$ cat config.mk
export PLATFORM = sky130hd
export DESIGN_NAME = site_polymorphism_classifier_flat
export DESIGN_NICKNAME = d
export VERILOG_FILES = /design/src/design/spc_pkg.sv /design/src/design/spc_if.sv /design/src/design/spc_allele.sv /design/src/design/spc_classify.sv /design/src/design/spc_tally.sv /design/src/design/site_polymorphism_classifier.sv /design/src/flat_wrapper.sv
export SDC_FILE = /design/constraint.sdc
export NUM_CORES = 1
export LEC_CHECK = 0
export BUFFER_PORTS_ARGS = -buffer_cell sky130_fd_sc_hd__buf_4
export CAP_MARGIN = 15
export CELL_PAD_IN_SITES_DETAIL_PLACEMENT = 0
export CELL_PAD_IN_SITES_GLOBAL_PLACEMENT = 1
export CORE_MARGIN = 3
export CORE_UTILIZATION = 43
export CTS_CLUSTER_SIZE = 8
export DETAILED_ROUTE_END_ITERATION = 6
export PLACE_DENSITY = 0.75
export SETUP_SLACK_MARGIN = 0.05
export SLEW_MARGIN = 15
export SYNTH_ARGS = -nofsm -noshare
export SYNTH_HDL_FRONTEND = slang
export SYNTH_HIERARCHICAL = 1
export SYNTH_SLANG_ARGS = --single-unit
export TNS_END_PERCENT = 1
$ cat constraint.sdc
create_clock -name clk -period 10.2 [get_ports clk]
set_input_delay 0.51 -clock clk [delete_from_list [all_inputs] [get_ports clk]]
set_output_delay 0.51 -clock clk [all_outputs]
set_load 0.02 [all_outputs]
$ cat src/design/spc_pkg.sv
// Shared types, codes and helper functions of the site polymorphism classifier.
package spc_pkg;

	localparam int CNT_W = 16;
	localparam int BASE_W = 8;
	localparam int KIND_W = 2;

	typedef logic [CNT_W-1:0]  cnt_t;
	typedef logic [BASE_W-1:0] base_t;
	typedef logic [KIND_W-1:0] kind_t;

	// Item kinds.
	localparam kind_t K_BASE_A = 2'd0;
	localparam kind_t K_BASE_B = 2'd1;
	localparam kind_t K_OUTGRP = 2'd2;
	localparam kind_t K_END    = 2'd3;

	// Allele tracker occupancy codes.
	localparam logic [1:0] AL_NONE  = 2'd0;
	localparam logic [1:0] AL_ONE   = 2'd1;
	localparam logic [1:0] AL_TWO   = 2'd2;
	localparam logic [1:0] AL_MULTI = 2'd3;

	// Only the first SITE_CAP closed sites enter the flag sequence.
	localparam longint unsigned MAX_SITES = 65535;
	localparam cnt_t SITE_CAP = (MAX_SITES < 65535) ? cnt_t'(MAX_SITES) : '1;

	localparam cnt_t MIN_RUN_SITES = 16'd5;

	// Site counter indexes.
	localparam int NUM_CNT = 10;
	localparam int C_BIAL  = 0;
	localparam int C_MULTI = 1;
	localparam int C_SFA   = 2;
	localparam int C_SFB   = 3;
	localparam int C_SFOUT = 4;
	localparam int C_SXA   = 5;
	localparam int C_SXB   = 6;
	localparam int C_SXAFB = 7;
	localparam int C_SXBFA = 8;
	localparam int C_SS    = 9;

	typedef logic [NUM_CNT-1:0] bump_t;

	typedef struct packed {
		logic [1:0] cnt;
		base_t      first;
		base_t      second;
	} grp_t;

	typedef struct packed {
		logic close;
		logic finish;
	} tally_ctl_t;

	typedef struct packed {
		cnt_t two_allele_sites;
		cnt_t multi_sites;
		cnt_t fixed_outgroup;
		cnt_t fixed_in_a;
		cnt_t fixed_in_b;
		cnt_t private_a;
		cnt_t private_b;
		cnt_t ancestral_private_a;
		cnt_t ancestral_private_b;
		cnt_t shared_sites;
		cnt_t run_count;
		logic runs_valid;
	} res_t;

	function automatic cnt_t sat_inc(cnt_t x);
		return (x == '1) ? x : x + 1'b1;
	endfunction

	function automatic cnt_t sat_add(cnt_t x, cnt_t y);
		logic [CNT_W:0] s;
		s = {1'b0, x} + {1'b0, y};
		return s[CNT_W] ? '1 : s[CNT_W-1:0];
	endfunction

endpackage

$ cat src/design/spc_if.sv
// Handshake interfaces for the base stream and the per-locus results.
interface spc_in_if import spc_pkg::*; ();
	logic  valid;
	logic  ready;
	kind_t kind;
	base_t base;
	cnt_t  total_sites;

	modport source (output valid, output kind, output base, output total_sites, input ready);
	modport sink (input valid, input kind, input base, input total_sites, output ready);
endinterface

interface spc_out_if import spc_pkg::*; ();
	logic valid;
	logic ready;
	cnt_t two_allele_sites;
	cnt_t multi_sites;
	cnt_t fixed_outgroup;
	cnt_t fixed_in_a;
	cnt_t fixed_in_b;
	cnt_t private_a;
	cnt_t private_b;
	cnt_t ancestral_private_a;
	cnt_t ancestral_private_b;
	cnt_t shared_sites;
	cnt_t run_count;
	logic runs_valid;

	modport source (output valid, output two_allele_sites, output multi_sites,
		output fixed_outgroup, output fixed_in_a, output fixed_in_b, output private_a,
		output private_b, output ancestral_private_a, output ancestral_private_b,
		output shared_sites, output run_count, output runs_valid, input ready);
	modport sink (input valid, input two_allele_sites, input multi_sites,
		input fixed_outgroup, input fixed_in_a, input fixed_in_b, input private_a,
		input private_b, input ancestral_private_a, input ancestral_private_b,
		input shared_sites, input run_count, input runs_valid, output ready);
endinterface

$ cat src/design/spc_allele.sv
// Allele tracker for one group: up to two distinct bases, then multiallelic.
module spc_allele import spc_pkg::*; (
	input  logic  clk,
	input  logic  arst_n,
	input  logic  add,
	input  logic  clear,
	input  base_t base,
	output grp_t  grp
);

	grp_t grp_q;

	always_ff @(posedge clk or negedge arst_n) begin
		if (!arst_n) begin
			grp_q <= '0;
		end else if (clear) begin
			grp_q <= '0;
		end else if (add) begin
			unique case (grp_q.cnt)
				AL_NONE: begin
					grp_q.first <= base;
					grp_q.cnt   <= AL_ONE;
				end
				AL_ONE: begin
					if (base != grp_q.first) begin
						grp_q.second <= base;
						grp_q.cnt    <= AL_TWO;
					end
				end
				AL_TWO: begin
					if (base != grp_q.first && base != grp_q.second)
						grp_q.cnt <= AL_MULTI;
				end
				default: ;
			endcase
		end
	end

	assign grp = grp_q;

endmodule

$ cat src/design/spc_classify.sv
// Site classification from both groups' alleles and the outgroup base.
module spc_classify import spc_pkg::*; (
	input  grp_t  grp_a,
	input  grp_t  grp_b,
	input  base_t outgrp,
	output bump_t bump,
	output logic  flag
);

	base_t a1, a2, b1, b2, o;

	assign a1 = grp_a.first;
	assign a2 = grp_a.second;
	assign b1 = grp_b.first;
	assign b2 = grp_b.second;
	assign o  = outgrp;

	always_comb begin
		bump = '0;
		flag = 1'b0;
		priority if (grp_a.cnt == AL_NONE || grp_b.cnt == AL_NONE ||
				grp_a.cnt == AL_MULTI || grp_b.cnt == AL_MULTI) begin
			bump[C_MULTI] = 1'b1;
		end else if (grp_a.cnt == AL_ONE && grp_b.cnt == AL_ONE) begin
			// Both groups monomorphic: identical, fixed with outgroup, or fixed derived.
			priority if (a1 == b1 && a1 == o) begin
				bump = '0;
			end else if (a1 != b1 && a1 != o && b1 != o) begin
				bump[C_MULTI] = 1'b1;
			end else begin
				bump[C_BIAL] = 1'b1;
				if (a1 == b1) begin
					bump[C_SFOUT] = 1'b1;
				end else begin
					if (a1 == o)
						bump[C_SFB] = 1'b1;
					else
						bump[C_SFA] = 1'b1;
					flag = 1'b1;
				end
			end
		end else if (grp_a.cnt == AL_TWO && grp_b.cnt == AL_ONE) begin
			if ((b1 == a1 || b1 == a2) && (o == b1 || o == a1 || o == a2)) begin
				bump[C_BIAL] = 1'b1;
				if (o == b1)
					bump[C_SXA] = 1'b1;
				else
					bump[C_SXAFB] = 1'b1;
			end else begin
				bump[C_MULTI] = 1'b1;
			end
		end else if (grp_a.cnt == AL_ONE && grp_b.cnt == AL_TWO) begin
			if ((a1 == b1 || a1 == b2) && (o == a1 || o == b1 || o == b2)) begin
				bump[C_BIAL] = 1'b1;
				if (o == a1)
					bump[C_SXB] = 1'b1;
				else
					bump[C_SXBFA] = 1'b1;
			end else begin
				bump[C_MULTI] = 1'b1;
			end
		end else begin
			if (((a1 == b1 && a2 == b2) || (a1 == b2 && a2 == b1)) && (o == a1 || o == a2)) begin
				bump[C_SS]   = 1'b1;
				bump[C_BIAL] = 1'b1;
			end else begin
				bump[C_MULTI] = 1'b1;
			end
		end
	end

endmodule

$ cat src/design/spc_tally.sv
// Site counters, derived-fixed flag runs, and the end-of-locus result.
module spc_tally import spc_pkg::*; (
	input  logic       clk,
	input  logic       arst_n,
	input  tally_ctl_t ctl,
	input  bump_t      bump,
	input  logic       flag,
	input  cnt_t       total_sites,
	input  logic       outgroup_mode,
	output res_t       res
);

	cnt_t cnt_q [NUM_CNT];
	cnt_t runs_q;
	cnt_t ones_q;
	cnt_t seen_q;
	logic last_q;

	always_ff @(posedge clk or negedge arst_n) begin
		if (!arst_n) begin
			for (int i = 0; i < NUM_CNT; i++)
				cnt_q[i] <= '0;
			runs_q <= '0;
			ones_q <= '0;
			seen_q <= '0;
			last_q <= 1'b0;
		end else if (ctl.finish) begin
			for (int i = 0; i < NUM_CNT; i++)
				cnt_q[i] <= '0;
			runs_q <= '0;
			ones_q <= '0;
			seen_q <= '0;
			last_q <= 1'b0;
		end else if (ctl.close) begin
			for (int i = 0; i < NUM_CNT; i++)
				if (bump[i])
					cnt_q[i] <= sat_inc(cnt_q[i]);
			// Sites past the cap are still counted but leave the flag sequence alone.
			if (seen_q < SITE_CAP) begin
				if (seen_q == '0)
					runs_q <= 16'd1;
				else if (flag != last_q)
					runs_q <= sat_inc(runs_q);
				if (flag)
					ones_q <= sat_inc(ones_q);
				last_q <= flag;
				seen_q <= seen_q + 1'b1;
			end
		end
	end

	cnt_t total_cap;
	cnt_t n_sites;
	cnt_t runs;
	cnt_t zeros;
	logic valid;

	always_comb begin
		total_cap = (total_sites > SITE_CAP) ? SITE_CAP : total_sites;
		n_sites   = seen_q;
		runs      = runs_q;
		// Trailing sites not seen are padded as zero flags.
		if (total_cap > seen_q) begin
			if (seen_q == '0)
				runs = 16'd1;
			else if (last_q)
				runs = sat_inc(runs_q);
			n_sites = total_cap;
		end
		if (n_sites == '0)
			runs = 16'd1;
		zeros = (n_sites > ones_q) ? n_sites - ones_q : '0;
		valid = (zeros >= MIN_RUN_SITES) && (ones_q >= MIN_RUN_SITES);
	end

	always_comb begin
		res.two_allele_sites    = cnt_q[C_BIAL];
		res.multi_sites         = cnt_q[C_MULTI];
		res.fixed_outgroup      = outgroup_mode ? sat_add(cnt_q[C_SFA], cnt_q[C_SFB])
		                                        : cnt_q[C_SFOUT];
		res.fixed_in_a          = cnt_q[C_SFA];
		res.fixed_in_b          = cnt_q[C_SFB];
		res.private_a           = outgroup_mode ? sat_add(cnt_q[C_SXA], cnt_q[C_SXAFB])
		                                        : cnt_q[C_SXA];
		res.private_b           = outgroup_mode ? sat_add(cnt_q[C_SXB], cnt_q[C_SXBFA])
		                                        : cnt_q[C_SXB];
		res.ancestral_private_a = cnt_q[C_SXAFB];
		res.ancestral_private_b = cnt_q[C_SXBFA];
		res.shared_sites        = cnt_q[C_SS];
		res.run_count           = valid ? runs : '0;
		res.runs_valid          = valid;
	end

endmodule

$ cat src/design/site_polymorphism_classifier.sv
// Each accepted item lands in an input register and is processed from there;
// the block takes one item per cycle, with no bubbles while nothing stalls. Base
// items update the group allele trackers, an outgroup item classifies the site
// and bumps the counters, and an end-of-locus item loads the output register
// with all counts and clears the locus state; the result is presented from the
// output register once loaded. The output register is the only place the input
// side can stall: an end-of-locus item waits in the input register while a
// previous result has not yet been taken. Counters saturate at 65535.
module site_polymorphism_classifier import spc_pkg::*; (
	input  logic     clk,
	input  logic     arst_n,
	spc_in_if.sink   sample,
	spc_out_if.source result,
	input  logic     cfg_we,
	input  logic     cfg_wdata
);

	logic  mode_q;
	logic  valid_s1;
	kind_t kind_s1;
	base_t base_s1;
	cnt_t  total_s1;
	logic  go_s1;
	logic  res_valid_q;
	res_t  res_q;

	grp_t       grp_a, grp_b;
	bump_t      bump;
	logic       flag;
	tally_ctl_t ctl;
	res_t       res;

	always_ff @(posedge clk or negedge arst_n) begin
		if (!arst_n)
			mode_q <= 1'b0;
		else if (cfg_we)
			mode_q <= cfg_wdata;
	end

	assign go_s1 = valid_s1 && (kind_s1 != K_END || !res_valid_q || result.ready);
	assign sample.ready = !valid_s1 || go_s1;

	always_ff @(posedge clk or negedge arst_n) begin
		if (!arst_n)
			valid_s1 <= 1'b0;
		else if (sample.valid && sample.ready)
			valid_s1 <= 1'b1;
		else if (go_s1)
			valid_s1 <= 1'b0;
	end

	always_ff @(posedge clk) begin
		if (sample.valid && sample.ready) begin
			kind_s1  <= sample.kind;
			base_s1  <= sample.base;
			total_s1 <= sample.total_sites;
		end
	end

	assign ctl.close  = go_s1 && kind_s1 == K_OUTGRP;
	assign ctl.finish = go_s1 && kind_s1 == K_END;

	spc_allele u_allele_a (
		.clk   (clk),
		.arst_n(arst_n),
		.add   (go_s1 && kind_s1 == K_BASE_A),
		.clear (ctl.close || ctl.finish),
		.base  (base_s1),
		.grp   (grp_a)
	);

	spc_allele u_allele_b (
		.clk   (clk),
		.arst_n(arst_n),
		.add   (go_s1 && kind_s1 == K_BASE_B),
		.clear (ctl.close || ctl.finish),
		.base  (base_s1),
		.grp   (grp_b)
	);

	spc_classify u_classify (
		.grp_a (grp_a),
		.grp_b (grp_b),
		.outgrp(base_s1),
		.bump  (bump),
		.flag  (flag)
	);

	spc_tally u_tally (
		.clk          (clk),
		.arst_n       (arst_n),
		.ctl          (ctl),
		.bump         (bump),
		.flag         (flag),
		.total_sites  (total_s1),
		.outgroup_mode(mode_q),
		.res          (res)
	);

	always_ff @(posedge clk or negedge arst_n) begin
		if (!arst_n)
			res_valid_q <= 1'b0;
		else if (ctl.finish)
			res_valid_q <= 1'b1;
		else if (result.ready)
			res_valid_q <= 1'b0;
	end

	always_ff @(posedge clk) begin
		if (ctl.finish)
			res_q <= res;
	end

	assign result.valid               = res_valid_q;
	assign result.two_allele_sites    = res_q.two_allele_sites;
	assign result.multi_sites         = res_q.multi_sites;
	assign result.fixed_outgroup      = res_q.fixed_outgroup;
	assign result.fixed_in_a          = res_q.fixed_in_a;
	assign result.fixed_in_b          = res_q.fixed_in_b;
	assign result.private_a           = res_q.private_a;
	assign result.private_b           = res_q.private_b;
	assign result.ancestral_private_a = res_q.ancestral_private_a;
	assign result.ancestral_private_b = res_q.ancestral_private_b;
	assign result.shared_sites        = res_q.shared_sites;
	assign result.run_count           = res_q.run_count;
	assign result.runs_valid          = res_q.runs_valid;

`ifndef SYNTH
	// A result only appears after an end-of-locus item left the input register.
	a_result_from_end: assert property (@(posedge clk) disable iff (!arst_n)
		$rose(res_valid_q) |-> $past(valid_s1 && kind_s1 == K_END))
		else $error("result raised without an end-of-locus item");

	// The input side stalls only behind an end item blocked by a pending result.
	a_stall_cause: assert property (@(posedge clk) disable iff (!arst_n)
		!sample.ready |-> (valid_s1 && kind_s1 == K_END && res_valid_q && !result.ready))
		else $error("input stalled without a pending result");

	// An invalid runs statistic always reports a zero run count.
	a_runs_zero: assert property (@(posedge clk) disable iff (!arst_n)
		(res_valid_q && !res_q.runs_valid) |-> (res_q.run_count == '0))
		else $error("run count nonzero while runs statistic invalid");

	// An unaccepted result must not be overwritten by a new one.
	a_no_overwrite: assert property (@(posedge clk) disable iff (!arst_n)
		(res_valid_q && !result.ready) |-> !ctl.finish)
		else $error("pending result overwritten");
`endif

endmodule
$ cat src/flat_wrapper.sv
// flat-port wrapper written by rule: the top's interface ports become plain ports
module site_polymorphism_classifier_flat import spc_pkg::*;
  (clk, arst_n, cfg_we, cfg_wdata, sample_valid, sample_kind, sample_base, sample_total_sites, sample_ready, result_valid, result_two_allele_sites, result_multi_sites, result_fixed_outgroup, result_fixed_in_a, result_fixed_in_b, result_private_a, result_private_b, result_ancestral_private_a, result_ancestral_private_b, result_shared_sites, result_run_count, result_runs_valid, result_ready);
  spc_in_if sample_i ();
  spc_out_if result_i ();
  input  logic clk;
  input  logic arst_n;
  input  logic cfg_we;
  input  logic cfg_wdata;
  input wire logic [$bits(sample_i.valid)-1:0] sample_valid;
  input wire logic [$bits(sample_i.kind)-1:0] sample_kind;
  input wire logic [$bits(sample_i.base)-1:0] sample_base;
  input wire logic [$bits(sample_i.total_sites)-1:0] sample_total_sites;
  output wire logic [$bits(sample_i.ready)-1:0] sample_ready;
  output wire logic [$bits(result_i.valid)-1:0] result_valid;
  output wire logic [$bits(result_i.two_allele_sites)-1:0] result_two_allele_sites;
  output wire logic [$bits(result_i.multi_sites)-1:0] result_multi_sites;
  output wire logic [$bits(result_i.fixed_outgroup)-1:0] result_fixed_outgroup;
  output wire logic [$bits(result_i.fixed_in_a)-1:0] result_fixed_in_a;
  output wire logic [$bits(result_i.fixed_in_b)-1:0] result_fixed_in_b;
  output wire logic [$bits(result_i.private_a)-1:0] result_private_a;
  output wire logic [$bits(result_i.private_b)-1:0] result_private_b;
  output wire logic [$bits(result_i.ancestral_private_a)-1:0] result_ancestral_private_a;
  output wire logic [$bits(result_i.ancestral_private_b)-1:0] result_ancestral_private_b;
  output wire logic [$bits(result_i.shared_sites)-1:0] result_shared_sites;
  output wire logic [$bits(result_i.run_count)-1:0] result_run_count;
  output wire logic [$bits(result_i.runs_valid)-1:0] result_runs_valid;
  input wire logic [$bits(result_i.ready)-1:0] result_ready;
  assign sample_i.valid = sample_valid;
  assign sample_i.kind = sample_kind;
  assign sample_i.base = sample_base;
  assign sample_i.total_sites = sample_total_sites;
  assign sample_ready = sample_i.ready;
  assign result_valid = result_i.valid;
  assign result_two_allele_sites = result_i.two_allele_sites;
  assign result_multi_sites = result_i.multi_sites;
  assign result_fixed_outgroup = result_i.fixed_outgroup;
  assign result_fixed_in_a = result_i.fixed_in_a;
  assign result_fixed_in_b = result_i.fixed_in_b;
  assign result_private_a = result_i.private_a;
  assign result_private_b = result_i.private_b;
  assign result_ancestral_private_a = result_i.ancestral_private_a;
  assign result_ancestral_private_b = result_i.ancestral_private_b;
  assign result_shared_sites = result_i.shared_sites;
  assign result_run_count = result_i.run_count;
  assign result_runs_valid = result_i.runs_valid;
  assign result_i.ready = result_ready;
  site_polymorphism_classifier u_core (.clk(clk), .arst_n(arst_n), .sample(sample_i), .result(result_i), .cfg_we(cfg_we), .cfg_wdata(cfg_wdata));
endmodule
**Word level (Yosys, flattened, before mapping)**

Cells that the tools add are included.

- Add/subtract/negate cells: 17
- Multiply operators: 0
- Divide/modulo/power cells: 0
- $lt $le $gt $ge: 6
- Equality and inequality tests: 56
- Shifts and indexed selects: 0
- Mux-type cells: 114
- Bitwise gates (word level): 1
- Reduce and logical (&&, ||, !) cells: 87

Operator list:

| kind | number |
|---|---|
| $mux 16 | 46 |
| $mux 160 | 2 |
| $add 16x1->16 const B | 13 |
| $eq 16x16->1 const B | 12 |
| $eq 8x8->1 | 11 |
| $mux 18 | 4 |
| $mux 8 | 7 |
| $ne 8x8->1 | 7 |
| $add 16x16->17 | 3 |
| $reduce_bool 2->1 | 23 |
| $mux 1 | 40 |
| $reduce_and 3->1 | 13 |
| $ge 16x3->1 const B | 2 |
| $gt 16x16->1 | 2 |
| $logic_not 16->1 | 2 |
| $ne 2x1->1 const B | 11 |
| $logic_and 1x1->1 | 20 |
| $mux 2 | 9 |
| $gt 16x16->1 const B | 1 |
| $lt 16x16->1 const B | 1 |
| $sub 16x16->16 | 1 |
| $logic_or 1x1->1 | 14 |
| $eq 2x2->1 const B | 6 |
| $pmux 2 s3 | 2 |
| other kinds (15) | 29 |

- Flip-flop bits (word level): 451
- Bits in latches: 0
- Bits in writable memories: 0
- ROM bits: 0
- Bits of input ports: 32
- Output and inout port bits: 179
- Word-level logic and storage cells: 320
- Memories: 0

**Depth between registers and ports, before layout**

Gate-level depths: netlist of run 1.

- Depth after elaboration: 13
- Gate-level depth with buffers: 23
- Mapped depth without buffers: 20

**Hierarchy**

The synthesis of run 1 kept the hierarchy.

By module, submodules not included:

| module | instances | cells an instance | area each (um^2) | sequential area each (um^2) |
|---|---|---|---|---|
| spc_tally | 1 | 1,871 | 15,808.9 | 5,230.0 |
| site_polymorphism_classifier | 1 | 220 | 6,263.5 | 6,170.9 |
| spc_allele | 2 | 110 | 1,098.6 | 450.4 |
| spc_classify | 1 | 121 | 919.6 | 0.0 |

**Least setup slack after synthesis of run 1**

Ideal clock, no wire load.

- Kind: reg-to-reg
- From: reg u_core.res_valid_q (netlist: u_core/result.valid)
- To: reg u_core.u_tally.ones_q[4]
- Setup time: 132 ps
- Data arrival time: 9,498 ps
- Required time: 10,068 ps
- Path slack: 570 ps
- Cell stages (with the launch flop): 10
- Path buffers: 2
- Clock period less this slack: 9,630 ps
- Cell sequence: dfrtp_1 -> nor2b_1 -> nor2_1 -> clkbuf_1 -> clkbuf_1 -> nor2_1 -> nor2_1 -> nand4_1 -> xnor2_1 -> nor2_1

RTL lines:

| what | line | RTL |
|---|---|---|
| start: declaration | site_polymorphism_classifier.sv:24 | `logic res_valid_q;` |
| start signal: assignment | site_polymorphism_classifier.sv:102 | `res_valid_q <= 1'b0;` |
| start signal: assignment | site_polymorphism_classifier.sv:104 | `res_valid_q <= 1'b1;` |
| start signal: assignment | site_polymorphism_classifier.sv:106 | `res_valid_q <= 1'b0;` |
| end signal: assignment | spc_tally.sv:45 | `ones_q <= sat_inc(ones_q);` |
| end: declaration | spc_tally.sv:15 | `cnt_t ones_q;` |

**Final worst setup path of run 1**

- From: reg u_core.u_tally.seen_q[11]
- To: reg u_core.res_q (netlist bit u_core/result.run_count[14]), data pin

- Word-level cells in the longest chain between the ends: 8
- Elaborated cells on any way between the ends: 13
- Classes of those cells: 1 x add/sub; 3 x order compare; 4 x mux; 1 x bitwise; 4 x reduce/logical

RTL lines:

| what | line | RTL |
|---|---|---|
| start: declaration | spc_tally.sv:16 | `cnt_t seen_q;` |
| start signal: assignment | spc_tally.sv:47 | `seen_q <= seen_q + 1'b1;` |
| $gt 16x16->1 | spc_tally.sv:63 | `if (total_cap > seen_q) begin` |
| $mux 16 | spc_tally.sv:63 |  |
| $sub 16x16->16 / $gt 16x16->1 (equally long branches) | spc_tally.sv:72 | `zeros = (n_sites > ones_q) ? n_sites - ones_q : '0;` |
| $mux 16 | spc_tally.sv:72 |  |
| $ge 16x3->1 | spc_tally.sv:73 | `valid = (zeros >= MIN_RUN_SITES) && (ones_q >= MIN_RUN_SITES);` |
| $logic_and 1x1->1 | spc_tally.sv:73 |  |
| $not 1->1 (no source line) | - |  |
| $reduce_or 2->1 (no source line) | - |  |
| end signal: assignment | site_polymorphism_classifier.sv:111 | `res_q <= res;` |
| end: declaration | site_polymorphism_classifier.sv:25 | `res_t res_q;` |

Several ways; a longest one is shown, not always the timed one.
A chain may end at the register's enable or synchronous reset.

==> results of run 1 <==
[Yosys cell counts (7+ instances only)]
| cell type | n |
|---|---|
| or3_1 | 23 |
| nor2_1 | 286 |
| o22ai_1 | 7 |
| a31oi_1 | 17 |
| xor2_1 | 122 |
| and3_1 | 23 |
| nor2b_1 | 35 |
| edfxtp_1 | 203 |
| o31a_1 | 13 |
| o21ai_0 | 86 |
| clkbuf_1 | 49 |
| o21ai_1 | 10 |
| mux2i_1 | 9 |
| a21oi_1 | 103 |
| nand2b_1 | 9 |
| xnor2_1 | 168 |
| o21bai_1 | 8 |
| nor3_1 | 48 |
| a21o_1 | 15 |
| ha_1 | 102 |
| and2_1 | 8 |
| buf_4 | 113 |
| nand2_1 | 169 |
| inv_1 | 88 |
| dfrtp_1 | 248 |
| a211oi_1 | 11 |
| o22a_1 | 46 |
| nor2_2 | 14 |
| mux2_4 | 16 |
| buf_2 | 9 |
| nand4_1 | 94 |
| nor4_1 | 37 |
| o21a_1 | 22 |
| and4_1 | 24 |
| nand3_1 | 75 |
[state kept, by name (all words and copies together), names as in the netlist, 18 cells and up]
register,count
u_core/u_allele_a/grp,18
u_core/u_tally/cnt_q,48
u_core/u_allele_b/grp,18
u_core/u_tally/res,112
[worst reg2reg max path: stages (launching register included)]
cell	delay, ns
dfrtp_1	0.42
inv_1	0.10
ha_1	0.33
nand4_1	0.15
nor4_1	0.35
o21ai_1	0.12
o2111ai_1	0.17
and2_0	0.17
buf_4	0.35
nor2_1	0.09
a21oi_1	0.13
ha_1	0.20
inv_1	0.06
fa_1	0.43
xnor2_1	0.17
o22ai_1	0.09
a2111oi_0	0.34
o311ai_0	0.24
nor4_1	0.41
o211ai_1	0.23
o211ai_4	0.53
a211oi_1	0.12
[metal layers]
metal / GRT usage (%) / up-vias / routed length (um)
li1: - / 8843 / -
met4: 5.17 / 0 / 956
met1: 29.4 / 9040 / 29500
met3: 3.25 / 69 / 3360
met5: 0 / - / 0
met2: 31.9 / 468 / 28900
[final cells by class]
type                       instances  area share [%]
sequential                       451            43.0
multi-input combinational       1716            40.0
clock buffer                     110            6.45
timing repair buffer             223            5.97
tap                              765            3.34
inverter                          88            1.15
clock inverter                     4           0.109
[cells by family (layout without fill, tap and decap cells)]
kind of cell | after synthesis | count (layout) | synth area share [%]
DFF | 451 | 451 | 48.8
AOI/OAI and AO/OA | 414 | 414 | 11.3
xor gates and xnor gates | 290 | 290 | 10.1
muxes | 28 | 28 | 1.45
buffers and inverters | 265 | 425 | 5.80
adders and majority gates | 106 | 106 | 5.38
and+or+nand+nor | 878 | 878 | 17.1
[path summary, 6_finish.rpt]
| path | end | cells after the start | slack, ns |
|---|---|---|---|
| min in group asynchronous | u_core/u_allele_b/grp[15] | 2 | 0.54 |
| hold reg to reg | u_core/result.shared_sites[13] | 0 | 0.50 |
| hold / removal | u_core/base_s1[4] | 1 | 0.1 |
| max in group asynchronous | u_core/u_tally/res[18] | 3 | 8.26 |
| setup / recovery | u_core/result.run_count[14] | 21 | 4.72 |
| setup reg to reg | u_core/result.run_count[14] | 21 | 4.72 |
[stage by stage]
step,util (%),total power [mW],cell area [um^2]
floorplan,-,2.50,25200
global placement,46.3,2.68,26700
detailed placement,46.3,2.68,26700
CTS,49.5,4.72,28600
global route,49.5,4.87,28600
finish,49.5,4.66,28600
[power by group]
group	switching [mW]	total [mW]	internal [mW]	leakage (nW)
Clock	0.783	2.01	1.22	0.900
Sequential	0.101	2.08	1.98	5.19
Combinational	0.333	0.573	0.240	5.57
Total	1.22	4.66	3.44	11.7
[timing repair]
item,CTS,global route
hold buffers,1,0
endpoints found under the setup margin,0,0
endpoints found under the hold margin,12,0
==> flow_summary.yaml, run 1 <==
status:
  status: "completed"
global_route:
  grt_pass1_vias: 17700
  grt_max_degree: 155
  antenna_found_initial: 0
  grt_overflow: 0
  track_usage_pct: 20.3
  grt_pass1_wl_um: 99500
sta:
  fin_setup_tns_ns: 0
  fin_crit_sh_pct: 53.7
  worst_pin_slew_ns: 1.17
  hold_viol: 0
  fmax_mhz: 183
  layout_min_cycle_time_ns: 5.48
  finClkSkew_ns: 0.0223
  hold_slack_ns: 0.0996
  slew_headroom_pct: 21.6
  drv_slew: 0
  setup_viol: 0
  rsz0062_at_grt: "false"
  layout_setup_ws_ns: 4.72
final_layout:
  drive_gt1_share_pct: 14.4
  multi_input_area_mm2: 0.0115
  stdcell_count: 3357
  fill_cells: 5309
  fin_nets: 2684
  diodes: 0
  mostFrequentLayoutCell: "nor2_1"
  seqCellArea_mm2: 0.0123
  area_growth_pct: 13.7
  final_cell_mix: "nor2_1, dfrtp_1, buf_4"
setup_path:
  path_buf_inv: 3
  critPathTopFamily: "compound AO/OA/AOI/OAI gates"
  regToRegStartpoint: "u_core/u_tally/seen_q[11]"
  worstPathArrival_ns: 5.77
  crit_chain: "inv_1 > ha_1 > nand4_1 > nor4_1 > o21ai_1 > o2111ai_1 > and2_0 > buf_4 > nor2_1 > a21oi_1 > ha_1 > inv_1 > fa_1 > xnor2_1 > o22ai_1 > a2111oi_0 > o311ai_0 > nor4_1 > o211ai_1 > o211ai_4 > a211oi_1"
  critical_path.slowest_cell: "o211ai_4"
  crit_path_start_kind: "flop"
  crit_start: "u_core/u_tally/seen_q[11]"
  max_stage_delay_ns: 0.53
  end_kind: "flop"
  cp.required_ns: 10.49
  critical_path_class: "flop to flop"
  cp_max_fo: 41
floorplan:
  die_h_um: 248
  start_util_pct: 43.6
  core-area_mm2: 0.0578
  die_area_mm2: 0.0615
  rows: 88
  die_w_um: 248
  pin_count: 211
detailed_routing:
  wl_per_cell_um: 18.7
  first_pass_iters: 5
  viasPerCell: 5.49
  drt_iter0_drc: 1257
  num_vias: 18400
  ant_nets: 0
  routed_wl_um: 62700
  drc: 0
yosys:
  syn_nets: 2570
  syn_inst: 2432
  ys.flop_type: "dfrtp_1"
  avgSynthCellArea_um2: 10.4
  yosys-top-cells-area: "dfrtp_1, edfxtp_1, xnor2_1"
  synth_edf_count: 203
  synth_cell_type_count: 89
  ys_seq_area_share_pct: 48.8
  synth_area_leader_cell: "dfrtp_1"
  syn-cell-area_mm2: 0.0252
  async_flop_share_pct: 55.0
  synth-seq-cells: 451
  yosys_warnings: 6
  synth_top_area_share_pct: 24.6
min_path:
  hold_path.startpoint: "sample_base[4]"
  hp-class: "input pin to flop"
place:
  port_buffers: 210
  place_ws_ns: 4.61
  gp_congestion: 0.885
  dp.cells: 3242
  dp_hpwl_um: 44100
clock_network:
  post_cts_resized: 0
  cts_tree: "yes"
  clkLatencyLatePin_ns: 0.58
  clockBufferDepth: 3
  numCtsBuffers: 66
  clk_pin_slew_ns: 0.05
  cts_setup_buffers: 0
  htreeDepth: 3
  cts_root_buf: "clkbuf_16"
  cts_sinks: 451
power:
  ir_drop_v: 0.000119
  p_leak_nw: 11.7
  power.density_mw_per_mm2: 163
flow_run:
  max_cap_viol_count: 0
Note: power is estimated with default switching activity, not from simulation.
==> run 2: changes to the inputs <==
==> constraint.sdc (replaced) <==
create_clock -name clk -period 4.5 [get_ports clk]
set_input_delay 0.225 -clock clk [delete_from_list [all_inputs] [get_ports clk]]
set_output_delay 0.225 -clock clk [all_outputs]
set_load 0.02 [all_outputs]
==> flow_summary.yaml, run 2 (synthesis gave the netlist of run 1 again) <==
status:
  status: "complete, but fails checks"
  violations: "setup timing"
setup_path:
  path_buf_inv: 6
  cp.required_ns: 4.83
  critical_path_class: "flop to flop"
  worstPathArrival_ns: 4.91
  crit_path_frequent_cell: "buf_4"
  critPathTopFamily: "simple AND/OR/NAND/NOR gates"
  cp_max_fo: 7
  crit_path_start_kind: "flop"
  critical_path.slowest_cell: "fa_2"
  crit_chain: "ha_4 > nand4_1 > nor4_2 > buf_4 > nand2_1 > and2_4 > buf_4 > buf_8 > o21ai_4 > fa_2 > nor2b_1 > o22ai_2 > a2111oi_4 > buf_4 > o311ai_1 > nor4_1 > o211ai_1 > o211ai_4 > buf_6 > buf_16 > nor2_2"
  end_kind: "flop"
  max_stage_delay_ns: 0.46
floorplan:
  core-area_mm2: 0.0578
  die_w_um: 248
  die_area_mm2: 0.0615
  rows: 88
  die_h_um: 248
  pin_count: 211
  start_util_pct: 43.6
power:
  ir_drop_v: 0.000253
  power.density_mw_per_mm2: 358
  p_leak_nw: 12.4
detailed_routing:
  num_vias: 19100
  wl_per_cell_um: 18.5
  routed_wl_um: 65000
  viasPerCell: 5.44
  first_pass_iters: 5
  drt_iter0_drc: 1436
  ant_nets: 0
  drc: 0
sta:
  layout_setup_ws_ns: -0.0766
  hold_viol: 0
  finClkSkew_ns: 0.0268
  slew_headroom_pct: 40.3
  layout_min_cycle_time_ns: 4.58
  rsz0062_at_grt: "true"
  fmax_mhz: 219
  setup_viol: 15
  fin_crit_sh_pct: 102
  worst_pin_slew_ns: 0.887
  drv_slew: 0
  hold_slack_ns: 0.217
clock_network:
  clk_pin_slew_ns: 0.05
  cts_root_buf: "clkbuf_16"
  cts_sinks: 451
  clockBufferDepth: 3
  htreeDepth: 3
  numCtsBuffers: 66
  clkLatencyLatePin_ns: 0.59
  cts_tree: "yes"
final_layout:
  fin_nets: 2830
  diodes: 0
  largest_reg_flops: 112
  area_growth_pct: 19.6
  final_cell_mix: "buf_4, nor2_1, dfrtp_1"
  mostFrequentLayoutCell: "buf_4"
  stdcell_count: 3509
  final_util_pct: 52.1
  drive_gt1_share_pct: 19.0
place:
  gp_congestion: 0.891
  dp_hpwl_um: 46300
  dp.cells: 3345
  port_buffers: 210
flow_run:
  max_cap_viol_count: 0
global_route:
  top_usage_layer: "met2"
  track_usage_pct: 21.2
  grt_max_degree: 137
  antenna_found_initial: 0
  grt_overflow: 0
  grt_use_met2_pct: 33.3
  grtUsageMet1_pct: 30.3
  grt_pass1_wl_um: 104000
  grt_use_met3_pct: 3.54
  grt_pass1_vias: 18600
min_path:
  hp-class: "input pin to async pin"
==> run 2: cell count changes in the layout (fill, tap and decap cells not counted), moves of 4 or more <==
cell,before,now
buf_4,219,324
dlygate4sd3_1,1,32
clkbuf_1,42,48
o21ai_0,86,80
o21ai_1,9,15
nor2_1,284,279
a21oi_1,102,98
a21oi_2,4,8
buf_6,0,4
==> run 2: per-stage QoR <==
stage	setup WS [ns]	total power [mW]	setup TNS, ns	cell area, um^2
floorplan	0.00987	5.65	0	25200
global placement	-0.381	6.15	-6.01	27600
detailed placement	-0.470	6.18	-7.42	27600
CTS	-0.00351	10.9	-0.00351	30100
global route	-0.326	11.3	-4.96	30100
finish	-0.0766	10.8	-1.00	30100
==> run 2: repair_timing <==
| action | 4_1_cts | 5_1_grt |
|---|---|---|
| pin swaps | 21 | 19 |
| gates resized for setup | 46 | 6 |
| endpoints found under the setup margin | 17 | 17 |
| endpoints found under the hold margin | 106 | 0 |
| cloned | 2 | 0 |
| hold buffers | 32 | 0 |
| buffers inserted | 9 | 1 |
==> run 2: layout make-up <==
| cell class | instances | area, um^2 |
|---|---|---|
| fill | 5142 | 27700 |
| sequential | 451 | 12300 |
| multi-input combinational | 1716 | 11600 |
| timing repair buffer | 369 | 2980 |
| clock buffer | 115 | 1860 |
| tap | 765 | 957 |
| inverter | 88 | 330 |
| clock inverter | 5 | 70.1 |
==> run 2: routing by layer <==
layer | share of wire [%] | vias up
met4 | 2.1 | 0
li1 | - | 9138
met1 | 47 | 9366
met2 | 46 | 502
met3 | 5.4 | 89
met5 | 0 | -
==> run 2: final timing paths <==
check                                                     endpoint                    start  cells after the start  slack (ns)
worst max-delay path                    u_core/result.run_count[6]      u_core/total_s1[11]                     21       -0.08
worst min-delay path                     u_core/u_allele_b/grp[14]                   arst_n                      2        0.22
worst max register to register          u_core/result.run_count[6]      u_core/total_s1[11]                     21       -0.08
worst min register to register  u_core/result.two_allele_sites[12]  u_core/u_tally/res[173]                      0        0.47
max in group asynchronous                            u_core/mode_q                   arst_n                      3        2.94
min in group clk                                 u_core/base_s1[3]           sample_base[3]                      2        0.35
==> run 2: power by group <==
group          switching [mW]  internal [mW]
combinational           0.819          0.668
sequential              0.211           4.49
clock                    1.81           2.79
